### src/hw/rtl/ftda_pkg.sv
// ----------------------------------------------------------------------------
// ftda_pkg: shared constants and types for the fixed-point to text converter
// Number format, ASCII codes and the sequencer state encoding.
// ----------------------------------------------------------------------------
package ftda_pkg;

  // number format: INT_BITS integer bits including sign, FRAC_BITS fraction bits
  localparam int INT_BITS   = 16;
  localparam int FRAC_BITS  = 16;
  localparam int TOTAL_BITS = INT_BITS + FRAC_BITS;

  // decimal digits needed for a magnitude up to 2^(INT_BITS-1)
  localparam int INT_DIGITS = (INT_BITS * 30103) / 100000 + 1;
  localparam int BCD_W      = INT_DIGITS * 4;

  // counter for conversion bits and integer digit index
  localparam int CNT_W = $clog2(INT_BITS + 1);

  localparam int FD_W   = 4;
  localparam int CHAR_W = 7;

  localparam logic [FD_W-1:0]   FRAC_DIGITS_RST = FD_W'(2);

  localparam logic [CHAR_W-1:0] CH_MINUS = CHAR_W'(45);
  localparam logic [CHAR_W-1:0] CH_POINT = CHAR_W'(46);
  localparam logic [CHAR_W-1:0] CH_ZERO  = CHAR_W'(48);

  typedef enum logic [2:0] {
    ST_IDLE,
    ST_SIGN,
    ST_CONV,
    ST_INT,
    ST_POINT,
    ST_FRAC
  } state_e;

endpackage

### src/hw/rtl/fixed_to_decimal_ascii.sv
// ----------------------------------------------------------------------------
// fixed_to_decimal_ascii: signed fixed-point number to decimal ASCII text
// Prints one Q15.16 number as sign, integer digits, point and truncated
// fraction digits, at most one character per cycle on a strobed output.
// ----------------------------------------------------------------------------
//
//  channel   | signals                                  | handshake
//  ----------+------------------------------------------+--------------------
//  number in | value_i                                  | start_i, busy_o
//  text out  | char_code_o, last_char_o                 | char_valid_o strobe
//  config    | frac_digits_i                            | frac_digits_we_i
//
//  A number is taken when start_i is high and busy_o is low.
//  It prints the minus sign (negative numbers only), runs the bit-serial
//  binary to bcd conversion, walks all INT_DIGITS integer digits (leading
//  zeros are dropped without a strobe), then prints the point and the fraction
//  digits if any fraction digits are configured. busy_o stays high until the
//  last character is registered. The last character shows in the first idle
//  cycle, whose edge may already take the next number.
//  Reset is asynchronous and active low; frac_digits comes up as 2.
//  The receiver cannot stall: each character is shown for exactly one cycle.
//
module fixed_to_decimal_ascii
  import ftda_pkg::*;
(
  input  logic                  clk_i,
  input  logic                  rst_ni,
  // number in
  input  logic                  start_i,
  output logic                  busy_o,
  input  logic [TOTAL_BITS-1:0] value_i,
  // configuration
  input  logic                  frac_digits_we_i,
  input  logic [FD_W-1:0]       frac_digits_i,
  // text out
  output logic                  char_valid_o,
  output logic [CHAR_W-1:0]     char_code_o,
  output logic                  last_char_o
);

  state_e                state_q, state_d;
  logic [FD_W-1:0]       frac_digits_q;
  logic [INT_BITS-1:0]   int_q, int_d;      // integer magnitude, shifted out msb first
  logic [BCD_W-1:0]      bcd_q, bcd_d;      // bcd digits, most significant on top
  logic [FRAC_BITS-1:0]  frac_q, frac_d;    // remaining binary fraction
  logic [CNT_W-1:0]      cnt_q, cnt_d;      // conversion bit / integer digit count
  logic [FD_W-1:0]       fcnt_q, fcnt_d;    // fraction digits still to print
  logic                  started_q, started_d;

  logic                  out_valid_q, out_valid_d;
  logic [CHAR_W-1:0]     out_code_q, out_code_d;
  logic                  out_last_q, out_last_d;

  // magnitude of the incoming number
  logic                  in_neg;
  logic [TOTAL_BITS-1:0] in_mag;

  // double dabble step
  logic [BCD_W-1:0]      bcd_adj;

  // fraction times ten
  logic [FRAC_BITS+3:0]  frac_x10;
  logic [3:0]            top_digit;

  assign in_neg = value_i[TOTAL_BITS-1];
  assign in_mag = in_neg ? (~value_i + TOTAL_BITS'(1)) : value_i;

  always_comb begin
    for (int i = 0; i < INT_DIGITS; i++) begin
      if (bcd_q[i*4 +: 4] >= 4'd5) begin
        bcd_adj[i*4 +: 4] = bcd_q[i*4 +: 4] + 4'd3;
      end else begin
        bcd_adj[i*4 +: 4] = bcd_q[i*4 +: 4];
      end
    end
  end

  assign frac_x10  = {1'b0, frac_q, 3'b000} + {3'b000, frac_q, 1'b0};
  assign top_digit = bcd_q[BCD_W-1 -: 4];

  // configuration register
  always_ff @(posedge clk_i or negedge rst_ni) begin
    if (!rst_ni) begin
      frac_digits_q <= FRAC_DIGITS_RST;
    end else if (frac_digits_we_i) begin
      frac_digits_q <= frac_digits_i;
    end
  end

  always_ff @(posedge clk_i or negedge rst_ni) begin
    if (!rst_ni) begin
      state_q     <= ST_IDLE;
      cnt_q       <= '0;
      fcnt_q      <= '0;
      started_q   <= 1'b0;
      out_valid_q <= 1'b0;
      out_code_q  <= '0;
      out_last_q  <= 1'b0;
    end else begin
      state_q     <= state_d;
      cnt_q       <= cnt_d;
      fcnt_q      <= fcnt_d;
      started_q   <= started_d;
      out_valid_q <= out_valid_d;
      out_code_q  <= out_code_d;
      out_last_q  <= out_last_d;
    end
  end

  // datapath shift registers
  always_ff @(posedge clk_i) begin
    int_q  <= int_d;
    bcd_q  <= bcd_d;
    frac_q <= frac_d;
  end

  always_comb begin
    state_d     = state_q;
    int_d       = int_q;
    bcd_d       = bcd_q;
    frac_d      = frac_q;
    cnt_d       = cnt_q;
    fcnt_d      = fcnt_q;
    started_d   = started_q;
    out_valid_d = 1'b0;
    out_code_d  = out_code_q;
    out_last_d  = 1'b0;

    case (state_q)
      ST_IDLE: begin
        if (start_i) begin
          int_d     = in_mag[TOTAL_BITS-1:FRAC_BITS];
          frac_d    = in_mag[FRAC_BITS-1:0];
          bcd_d     = '0;
          cnt_d     = CNT_W'(INT_BITS - 1);
          started_d = 1'b0;
          state_d   = in_neg ? ST_SIGN : ST_CONV;
        end
      end
      ST_SIGN: begin
        out_valid_d = 1'b1;
        out_code_d  = CH_MINUS;
        state_d     = ST_CONV;
      end
      ST_CONV: begin
        // shift one magnitude bit into the bcd digits
        bcd_d = {bcd_adj[BCD_W-2:0], int_q[INT_BITS-1]};
        int_d = {int_q[INT_BITS-2:0], 1'b0};
        if (cnt_q == '0) begin
          cnt_d   = CNT_W'(INT_DIGITS - 1);
          state_d = ST_INT;
        end else begin
          cnt_d = cnt_q - CNT_W'(1);
        end
      end
      ST_INT: begin
        // drop leading zeros, but always print the units digit
        if (started_q || top_digit != 4'd0 || cnt_q == '0) begin
          out_valid_d = 1'b1;
          out_code_d  = CH_ZERO + CHAR_W'(top_digit);
          started_d   = 1'b1;
        end
        bcd_d = {bcd_q[BCD_W-5:0], 4'd0};
        if (cnt_q == '0) begin
          if (frac_digits_q == '0) begin
            out_last_d = 1'b1;
            state_d    = ST_IDLE;
          end else begin
            state_d = ST_POINT;
          end
        end else begin
          cnt_d = cnt_q - CNT_W'(1);
        end
      end
      ST_POINT: begin
        out_valid_d = 1'b1;
        out_code_d  = CH_POINT;
        fcnt_d      = frac_digits_q;
        state_d     = ST_FRAC;
      end
      ST_FRAC: begin
        // next truncated digit is the integer part of fraction times ten
        out_valid_d = 1'b1;
        out_code_d  = CH_ZERO + CHAR_W'(frac_x10[FRAC_BITS+3:FRAC_BITS]);
        frac_d      = frac_x10[FRAC_BITS-1:0];
        fcnt_d      = fcnt_q - FD_W'(1);
        if (fcnt_q == FD_W'(1)) begin
          out_last_d = 1'b1;
          state_d    = ST_IDLE;
        end
      end
      default: begin
        state_d = ST_IDLE;
      end
    endcase
  end

  assign busy_o       = (state_q != ST_IDLE);
  assign char_valid_o = out_valid_q;
  assign char_code_o  = out_code_q;
  assign last_char_o  = out_last_q;

endmodule

### config.mk
export PLATFORM = sky130hd
export DESIGN_NAME = fixed_to_decimal_ascii
export DESIGN_NICKNAME = d
export VERILOG_FILES = /design/src/hw/rtl/ftda_pkg.sv /design/src/hw/rtl/fixed_to_decimal_ascii.sv
export SDC_FILE = /design/constraint.sdc
export NUM_CORES = 1
export LEC_CHECK = 0
export ABC_AREA = 1
export BUFFER_PORTS_ARGS = -buffer_cell sky130_fd_sc_hd__buf_2
export CORE_MARGIN = 2
export CORE_UTILIZATION = 46
export DETAILED_ROUTE_END_ITERATION = 7
export PLACE_DENSITY = 0.74
export SKIP_LAST_GASP = 1
export SLEW_MARGIN = 20
export SYNTH_ARGS = -nofsm -noshare
export SYNTH_HDL_FRONTEND = slang
export SYNTH_SLANG_ARGS = --single-unit
### constraint.sdc
create_clock -name clk_i -period 3.5 [get_ports clk_i]
set_clock_uncertainty 0.2 [all_clocks]
set_input_delay 0.7 -clock clk_i [delete_from_list [all_inputs] [get_ports clk_i]]
set_output_delay 0.7 -clock clk_i [all_outputs]
set_load 0.1 [all_outputs]
==> results by group <==
Critical path
  • Reg2reg path depth: 7
  • Crit path DAT: 1.66 ns
  • Crit end category: primary output
  • CP startpoint kind: register
  • FF-to-FF setup slack: 1.22 ns
  • Req. time, crit path: 2.60 ns
  • Reg-to-Reg Start: state_q[2]
  • Setup Crit Path Kind: register to primary output
  • Crit Path Max Fanout: 5
  • Reg2Reg Capture Point: int_q[4]
  • Worst setup path start: state_q[2]

Yosys
  • Syn Area/Cell: 7.34 sq um
  • Number of synthesized flops with an enable pin: 52
  • Post-synthesis sequential area ratio: 0.390
  • Synth Warn #: 0
  • Synth Register Bits: 77
  • Netlist Area Pre-Place: 0.00560 sq mm
  • Asr flop ratio synth: 0.325
  • Syn_nets: 835
  • Synth cell types: 42
  • Syn Inst Count: 764
  • Synth Flop Type: edfxtp_1

Placed design
  • DP Cell Count: 945
  • DP HPWL: 9490 microns
  • Global placer's final weighted congestion: 0.861
  • PortBufs: 48

Die
  • Core area: 0.0120 sq mm
  • Ports: 50
  • Initial Util: 0.469
  • Die H: 114 microns
  • Die ar.: 0.0131 sq mm
  • Die W: 114 microns
  • Row Count: 40

Detailed routing
  • Drc violations: 0
  • 1st-iter DRT viols: 261
  • Final ANT Viol Nets: 0
  • Vias post-DR: 5010
  • Initial DRT Pass Iterations: 5
  • Post-DR wirelength/cell: 13.1 microns
  • Via/cell ratio: 5.21
  • Routed WL: 12600 microns

CTS
  • H-Tree Depth: 3
  • Clock slew at reported path FFs: 0.06 ns
  • CTS tree: built
  • Post-CTS Setup Inserts: 0
  • Clk_lat worst skew: 0.33 ns
  • CTS Buffer Depth: 2
  • CTS Buf Count: 9
  • Hold buffers post-CTS: 0
  • CTS Sinks: 77
  • Root Driver: clkbuf_16
  • Resized Gates After CTS: 0

Layout
  • Most frequent cells in the layout: nand2_1 (196), inv_1 (106), nor2_1 (81), nand3_1 (64), o21ai_0 (63)
  • Commonest non-fill, non-tap cell in the layout: nand2_1
  • NumNets Final: 880
  • Fillers: 1149
  • Post-route insts no fill: 961
  • ANT cells: 0
  • Layout cells sized above 1: 0.107
  • Synth-to-Final Area Change: 11.8%

Power and ir drop
  • Leak pwr: 2.97 nW
  • Worst vdd ir: 0.389 mV
  • Power density over the cells: 825 mW/mm^2
  • Pwr Total: 5.17 mW

Global routing
  • Number of global-route vias before repair: 4767
  • Gr ovfl total: 0
  • Antenna violations before repair: 0
  • Global-route wire length before repair: 21800 microns
  • Total track usage: 0.207
  • Largest net degree at the start of global routing: 33

STA
  • Setup violations, final: 0
  • Final period utilization: 0.732
  • Pins Over Slew Limit: 0
  • Period minus WS final: 2.56 ns
  • Worst slew pin tran: 0.807 ns
  • Fin. Hold Viols: 0
  • Max Clk Rate: 390 MHz
  • RSZ-0062 raised after global routing: no
  • Slew margin rel.: 0.461
  • Final TNS setup: 0 ns
  • Hold Slack: 0.151 ns

Flow run
  • # Max-Cap Violations: 0

Run status
  • Status: finished, final reports clean

Min path
  • HP Class: primary input to asynchronous set/reset pin
[flip-flops by register name, indices dropped and copies added, names as in the netlist]
register	count
bcd_q	20
char_code_o	6
char_valid_o	1
cnt_q	5
fcnt_q	4
frac_digits_q	4
frac_q	16
int_q	16
last_char_o	1
started_q	1
state_q	3
[worst max path at each step]
stage          depth (start not counted)        to
6_report                               5    busy_o
3_5_place_dp                          12  int_q[8]
5_1_grt                                5    busy_o
4_1_cts                                5    busy_o
3_3_place_gp                          12  int_q[8]
2_1_floorplan                          7  int_q[0]
[power by group]
| group | total (mW) | internal [mW] | switching (mW) |
|---|---|---|---|
| logic | 2.45 | 0.716 | 1.73 |
| registers | 1.75 | 1.53 | 0.224 |
| clock network | 0.969 | 0.592 | 0.377 |
| total | 5.17 | 2.84 | 2.33 |
[per-layer routing]
| layer | track usage | wire length (microns) | vias to the layer above | part of all wire |
|---|---|---|---|---|
| li1 | - | - | 2614 | - |
| met1 | 0.281 | 6040 | 2280 | 0.48 |
| met2 | 0.346 | 5880 | 103 | 0.47 |
| met3 | 0.0307 | 536 | 13 | 0.043 |
| met4 | 0.0545 | 133 | 0 | 0.011 |
| met5 | 0 | 0 | - | 0 |
[kinds of logic (layout without fill, tap and decap cells)]
kind of cell             after synthesis  count (layout)  share of synthesized area
AND/OR/NAND/NOR                      382             382                      0.294
AO/OA/AOI/OAI                        131             131                      0.127
buffers and inverters                125             175                     0.0906
flip-flops                            77              77                      0.390
adder cells (fa/ha/maj)               31              31                     0.0706
XOR/XNOR                              16              16                     0.0250
other                                  1               1                   0.000669
multiplexers                           1               1                    0.00201
[layout make-up]
cell class | count | area (sq um) | area share
clock buffers | 12 | 289 | 0.0461
clock inverters | 4 | 32.5 | 0.00519
inverters | 109 | 409 | 0.0653
well taps | 147 | 184 | 0.0294
flip-flops and latches | 77 | 2190 | 0.349
repair buffers | 50 | 255 | 0.0407
multi-input cells | 562 | 2910 | 0.464
[cell usage after synthesis (6+ instances only)]
cell type  number  area (sq um)
nand2_1       196           736
inv_1         106           398
nor2_1         81           304
nand3_1        64           320
o21ai_0        63           315
edfxtp_1       52          1560
a21oi_1        37           185
ha_1           30           375
dfrtp_1        24           601
xor2_1         16           140
o22ai_1        10          62.6
nor3_1          8          40.0
buf_2           7          35.0
nand4_1         7          43.8
or2_2           7          43.8
nor2_4          6          67.6
[metrics by stage]
step	setup WS [ns]	instance area, sq um	utilization
floorplan	1.03	5600	-
global placement	1.04	5940	0.497
detailed placement	1.01	5940	0.497
CTS	0.922	6270	0.524
global route	0.786	6270	0.524
finish	0.937	6270	0.524
[worst max-delay path, stage by stage, from the launching register on]
cell	delay, ns
dfrtp_1	0.49
nor2_1	0.13
inv_1	0.13
nor2_1	0.07
inv_1	0.07
buf_2	0.43
(Power assumes the default switching activity.)
